--- src/hdl/sacpu_pkg.sv ---
// Shared types and constants for the stack accumulator execute block.
// Used by sacpu_muldiv and stack_accumulator_cpu_execute; no dependencies.
`default_nettype none
package sacpu_pkg;

  typedef enum logic [4:0] {
    OP_LDI = 5'd0, OP_PUSH = 5'd1, OP_POP = 5'd2, OP_DUP = 5'd3, OP_SWAP = 5'd4,
    OP_TOP = 5'd5, OP_OVER = 5'd6, OP_INC = 5'd7, OP_DEC = 5'd8, OP_ADD = 5'd9,
    OP_SUB = 5'd10, OP_MUL = 5'd11, OP_DIV = 5'd12, OP_EQ = 5'd13, OP_NEQ = 5'd14,
    OP_LT = 5'd15, OP_LTE = 5'd16, OP_GT = 5'd17, OP_GTE = 5'd18, OP_JMP = 5'd19,
    OP_NOT = 5'd20, OP_JZ = 5'd21, OP_JNZ = 5'd22, OP_CALL = 5'd23, OP_RET = 5'd24
  } opcode_t;

  typedef enum logic [2:0] {
    ERR_OK = 3'd0, ERR_UNDERFLOW = 3'd1, ERR_OVERFLOW = 3'd2,
    ERR_CALL_OVERFLOW = 3'd3, ERR_CALL_UNDERFLOW = 3'd4, ERR_DIV_ZERO = 3'd5
  } err_t;

  typedef enum logic [2:0] {
    ST_IDLE, ST_READ, ST_EXEC, ST_SWAP2, ST_WAIT, ST_RESULT
  } state_t;

  typedef struct packed {
    logic [4:0]  req_type;
    logic signed [31:0] immediate_value;
    logic [15:0] target_address;
  } req_t;

  typedef struct packed {
    logic [15:0] next_pc;
    logic signed [31:0] acc_value;
    logic [2:0]  error_code;
    logic        program_done;
  } rsp_t;

  // Command and status between the sequencer and the multiply/divide unit.
  typedef struct packed {
    logic start;
    logic is_div;
  } md_cmd_t;

  typedef struct packed {
    logic        busy;
    logic        done;
    logic [31:0] result;
  } md_stat_t;

endpackage
`default_nettype wire

--- src/hdl/sacpu_muldiv.sv ---
// Iterative 32-bit multiply (shift-add) and signed truncating divide (restoring).
// One bit per cycle, 32 steps plus a sign fix-up step. Uses sacpu_pkg.
`default_nettype none
module sacpu_muldiv import sacpu_pkg::*; (
  input  wire logic        clk,
  input  wire logic        rst,
  input  wire md_cmd_t     cmd,
  input  wire logic [31:0] a,
  input  wire logic [31:0] b,
  output md_stat_t         stat
);

  typedef enum logic [1:0] {MD_IDLE, MD_RUN, MD_FIX} md_state_t;

  md_state_t   mstate;
  logic [5:0]  count;
  logic        div_mode;
  logic        negate;
  logic [31:0] acc;
  logic [31:0] opa;
  logic [31:0] opb;
  logic [32:0] rem;
  logic [32:0] rem_shift;
  logic [32:0] rem_sub;

  assign rem_shift = {rem[31:0], opa[31]};
  assign rem_sub   = rem_shift - {1'b0, opb};

  // Sequencer and datapath for both operations.
  always_ff @(posedge clk) begin
    if (rst) begin
      mstate <= MD_IDLE;
      count  <= '0;
    end else begin
      unique case (mstate)
        MD_IDLE: begin
          if (cmd.start) begin
            mstate   <= MD_RUN;
            count    <= 6'd0;
            div_mode <= cmd.is_div;
            rem      <= '0;
            acc      <= '0;
            if (cmd.is_div) begin
              opa    <= a[31] ? (32'd0 - a) : a;
              opb    <= b[31] ? (32'd0 - b) : b;
              negate <= a[31] ^ b[31];
            end else begin
              opa    <= a;
              opb    <= b;
              negate <= 1'b0;
            end
          end
        end
        MD_RUN: begin
          if (div_mode) begin
            // Restoring division: one quotient bit per step.
            opa <= {opa[30:0], 1'b0};
            if (!rem_sub[32]) begin
              rem <= rem_sub;
              acc <= {acc[30:0], 1'b1};
            end else begin
              rem <= rem_shift;
              acc <= {acc[30:0], 1'b0};
            end
          end else begin
            // Shift-add multiply, low 32 bits only.
            if (opb[0]) acc <= acc + opa;
            opa <= {opa[30:0], 1'b0};
            opb <= {1'b0, opb[31:1]};
          end
          count <= count + 6'd1;
          if (count == 6'd31) mstate <= MD_FIX;
        end
        MD_FIX: begin
          if (negate) acc <= 32'd0 - acc;
          mstate <= MD_IDLE;
        end
        default: mstate <= MD_IDLE;
      endcase
    end
  end

  always_comb begin
    stat.busy   = (mstate != MD_IDLE);
    stat.done   = (mstate == MD_FIX);
    stat.result = negate ? (32'd0 - acc) : acc;
  end

  // The step counter only moves while running.
  assert property (@(posedge clk) disable iff (rst)
    (mstate == MD_IDLE) |=> ($stable(count) || $past(cmd.start)))
    else $error("muldiv counter moved while idle");
  assert property (@(posedge clk) disable iff (rst)
    (mstate == MD_FIX) |=> (mstate == MD_IDLE))
    else $error("muldiv fix-up did not finish");
  assert property (@(posedge clk) disable iff (rst)
    (mstate == MD_RUN && count != 6'd31) |=> (mstate == MD_RUN))
    else $error("muldiv left run early");

endmodule
`default_nettype wire

--- config.mk ---
export PLATFORM = sky130hd
export DESIGN_NAME = sacpu_muldiv
export DESIGN_NICKNAME = d
export VERILOG_FILES = /design/src/hdl/sacpu_pkg.sv /design/src/hdl/sacpu_muldiv.sv
export SDC_FILE = /design/constraint.sdc
export NUM_CORES = 1
export LEC_CHECK = 0
export CORE_UTILIZATION = 40
export DETAILED_ROUTE_END_ITERATION = 8
export DONT_BUFFER_PORTS = 1
export HOLD_SLACK_MARGIN = 0.1
export MAX_ROUTING_LAYER = met4
export PLACE_DENSITY = 0.67
export SYNTH_ARGS = -nofsm -noshare
export SYNTH_HDL_FRONTEND = slang
export SYNTH_SLANG_ARGS = --single-unit
--- constraint.sdc ---
create_clock -name clk -period 4.9 [get_ports clk]
set_input_delay 0.245 -clock clk [delete_from_list [all_inputs] [get_ports clk]]
set_output_delay 0.245 -clock clk [all_outputs]
set_load 0.1 [all_outputs]
## Word level (Yosys, flattened, before mapping)

Cells that the tools add are included.

- Register bits: 138
- Latch bits: 0
- RAM bits: 0
- Bits in read-only memories: 0
- Input port bits: 68
- Output and inout bits: 34
- Logic and storage cells: 59
- Memories: 0

- Add/subtract/negate cells: 6
- Multipliers: 0
- Divide/modulo/power cells: 0
- Order comparisons: 0
- Equality and inequality tests: 8
- Shift-type cells: 0
- Multiplexer cells: 24
- Bitwise logic cells: 2
- Reduce and logical (&&, ||, !) cells: 11

Operators by type and width:

| cell | number |
|---|---|
| $mux W32 | 14 |
| $pmux W32 S2 | 3 |
| $pmux W32 S3 | 1 |
| $sub A1 B32 Y32 const A | 3 |
| $sub A33 B32 Y33 | 1 |
| $add A32 B32 Y32 | 1 |
| $pmux W6 S2 | 1 |
| $reduce_and A4 Y1 | 3 |
| $ne A2 B2 Y1 const B | 4 |
| $add A6 B1 Y6 const B | 1 |
| $eq A6 B5 Y1 const B | 1 |
| $mux W6 | 1 |
| $reduce_and A3 Y1 | 2 |
| $mux W2 | 2 |
| $pmux W2 S2 | 1 |
| $reduce_and A2 Y1 | 2 |
| $reduce_bool A2 Y1 | 2 |
| $ne A3 B3 Y1 const B | 1 |
| $reduce_bool A3 Y1 | 1 |
| $eq A2 B1 Y1 const B | 1 |
| $eq A2 B2 Y1 const B | 1 |
| $logic_not A2 Y1 | 1 |
| $mux W1 | 1 |
| $not A1 Y1 | 1 |
| $xor A1 B1 Y1 | 1 |

## Logic depth before layout (Yosys ltp)

- Depth after elaboration: 5
- Depth in mapped cells: 14

## Worst setup path after synthesis

Ideal clock, no wire load.

- Path kind: register -> register
- From: reg mstate[0]
- To: reg acc[0] (enable)
- Library setup time: 0.501 ns
- Arrival: 4.660 ns
- Data required time: 4.399 ns
- Slack: -0.262 ns
- Cell stages (with the launch flop): 6
- Path buffers: 0
- Cell sequence: dfxtp_1 -> inv_1 -> ha_1 -> inv_1 -> nor2_1 -> nor4_1

- Longest elaborated chain between the ends: 3
- Elaborated cells on any way between the ends: 7
- Those cells by class: eq/ne: 4; reduce/logical: 3

RTL lines:

| element | RTL line | text |
|---|---|---|
| start: declaration | sacpu_muldiv.sv:15 | `md_state_t mstate;` |
| start signal: assignment | sacpu_muldiv.sv:32 | `mstate <= MD_IDLE;` |
| start signal: assignment | sacpu_muldiv.sv:38 | `mstate <= MD_RUN;` |
| start signal: assignment | sacpu_muldiv.sv:72 | `if (count == 6'd31) mstate <= MD_FIX;` |
| $eq A2 B1 Y1, or another cell as far along | sacpu_muldiv.sv:35 | `unique case (mstate)` |
| $ne A3 B3 Y1 (no source line), or another cell as far along | - |  |
| $reduce_and A4 Y1 (no source line) (*) | - |  |
| end signal: assignment | sacpu_muldiv.sv:60 | `acc <= {acc[30:0], 1'b1};` |
| end signal: assignment | sacpu_muldiv.sv:63 | `acc <= {acc[30:0], 1'b0};` |
| end signal: assignment | sacpu_muldiv.sv:67 | `if (opb[0]) acc <= acc + opa;` |
| end: declaration | sacpu_muldiv.sv:19 | `logic [31:0] acc;` |

Every way passes the cells marked *; elsewhere a longest branch is shown, timed or not.
A chain may end at the register's enable or synchronous reset.

==> results.tsv <==
metric	value	unit
status	finished, final reports clean	
vias in the first global route	9203	
worst endpoint required time	4660	ps
Critical Path Source Type	register	
FP Rows	61	
Skew-Pair Late Insertion Delay	440	ps
Design Power	5.24	mW
worst slack at placement	1030	ps
clk root buf	clkbuf_16	
ANT nets after route	0	
Synthesis Warnings	0	
# nets final	1473	
VDD IR max	191	µV
drt drc	0	
utilization after layout	47.5	%
Post-Syn Area per Cell	8.91	µm²
die height	171	µm
share of cells above drive strength 1	9.81	%
Compound-Gate Fraction of Synth Area	21.4	%
diode count	0	
Post-Synth Adder-Cell Area	8.10	%
Crit Path Class	register to primary output	
Post-Layout Cell Count	1723	
starting density of the core	40.9	%
largest fanout on the critical path	5	
top cell type's share of synthesized area	34.1	%
mux share of post-synthesis cell area	2.81	%
synthesis-stage register bit count	138	
RSZ-0062 raised after global routing	false	
r2r setup slk	990	ps
post-DR vias/cell	5.79	
Power Dens Cells	394	mW/mm²
Die X	171	µm
final wirelength	30800	µm
dpl cells	1651	
XOR/XNOR share of the synthesized area	10.8	%
Synth area leaders	edfxtp_1 (34%), ha_1 (7.8%), xnor2_1 (6.6%)	
DIE AREA	0.0293	mm²
Worst path slowest cell	or4_4	
TritonCTS buffer count	17	
Layout area overhead	16.2	%
Largest stage delay, worst path	590	ps
Final Slew Violations	0	
Worst Hold Slack	111	ps
first-pass GRT wire length	48500	µm
initial antenna violation count	0	
register area share after synthesis	35.5	%
final setup margin	855	ps
Clock Tree Buf Depth	2	
largest family of logic cells by synthesized area	compound AO/OA/AOI/OAI gates	
skew final	13.8	ps
gr usage total	21.8	%
Tmin final	4040	ps
Ports	102	
DR vias	9974	
critical path arrival	3800	ps
worst-margin pin slew	955	ps
cells after synthesis	1287	
DP HPWL	22400	µm
top_reg_cell synth	edfxtp_1	
Clock Sinks	138	
Reg clk slew, reported paths	60	ps
Final period util	82.5	%
largest area contributor in the netlist	edfxtp_1	
Max Fclk	247	MHz
syn nets	1428	
CP dominant cell by count	or4_4	
asr flop ratio synth	0	%
Hold WC Path Type	primary input to register	
routability-driven placement congestion ratio	0.960	
Post-Syn Area	0.0115	mm²
CP endpoint kind	primary output	
Setup TNS	0	ps
largest net degree at the start of global routing	71	
postcts setup bufs	0	
core area	0.0280	mm²
Pleak	5.06	nW
simple-gate area share of the yosys netlist	17.6	%
final hold violations	0	
crit-path cells	or4_4 > or3_4 > or4_4 > or4_4 > o31ai_1 > xnor2_2 > buf_4	
EDFF count, synth	130	
Slew HR	36.3	%
first drt pass iteration count	6	
Avg WL per Cell	17.9	µm
distinct cell type count after synthesis	69	
final setup vio count	0	
# port buffers	0	
Max-Cap Viols	0	
Placed Area	0.0123	mm²
H-tree depth reported by CTS	4	
TritonCTS clock tree	yes	
total gr overflow	0	
Finished Cell Area	0.0133	mm²
first-iteration detailed-routing DRC count	803	
-- sequential cells by signal, indices dropped and copies added, names as in the netlist --
signal and count:
count 6, mstate 2, div_mode 1, rem 32, opb 32, acc 32
negate 1, opa 32
-- power by group --
group | switching, mW | internal (mW)
Sequential | 0.148 | 1.50
Clock | 0.546 | 0.781
Combinational | 1.46 | 0.801
Total | 2.16 | 3.08
-- worst paths after layout --
path / start / end / depth (start not counted)
worst max register to register: opa[31] / rem[2] / 13
worst min-delay path: b[10] / opb[10] / 2
worst min register to register: count[5] / count[5] / 2
worst max-delay path: acc[13] / stat[31] / 7
-- per-layer routing --
layer	vias up	share of wire [%]	wire, µm	global-route usage (%)
met2	382	43	13200	31.2
met4	0	1.9	573	6.09
met5	-	0	0	-
met3	46	7.9	2420	4.53
met1	4677	47	14600	30.9
li1	4869	-	-	-
-- timing repair --
item	4_1_cts	5_1_grt
hold endpoints to repair	48	0
resized for setup	0	0
hold buffers	40	0
-- synth_stat cells, drive strengths merged, types with 22 or more instances --
master    n
nand2   132
nor2     91
ha       71
xnor2    87
o21ai   124
o31ai    22
edfxtp  130
xor2     54
mux2i    31
inv      57
nor2b    39
clkbuf   47
a21oi    79
a21o     22
-- logic make-up (layout without fill, tap and decap cells) --
kind of cell / count (synthesis) / in the layout
and+or+nand+nor: 408 / 408
DFF: 138 / 138
xor gates and xnor gates: 141 / 141
buffers and inverters: 116 / 174
AOI/OAI and AO/OA: 379 / 379
muxes: 32 / 32
adders and majority gates: 73 / 73
-- worst max-delay path: cells and delay by family (launching register included) --
family                 cells  cell delay [ps]
AO/OA/AOI/OAI              1              380
XOR/XNOR                   1              170
buffers and inverters      1              320
flip-flops                 1              480
AND/OR/NAND/NOR            4             2030
-- cell usage in the layout, fill, tap and decap left out, types with 31 or more instances in the layout --
master / n
a21oi_1: 79
mux2i_1: 31
o21ai_0: 123
nor2b_1: 38
nand2_1: 132
xnor2_1: 57
buf_4: 44
nor2_1: 90
inv_1: 57
dlygate4sd3_1: 40
xor2_1: 54
ha_1: 69
edfxtp_1: 130
-- area by class of cell --
class	instances	area, µm²
inverters	58	218
repair buffers	84	731
clock buffers	19	453
clock inverters	13	143
fillers	2638	14700
multi-input cells	1033	7230
flip-flops and latches	138	4060
well taps	378	473
(Power assumes the default switching activity.)
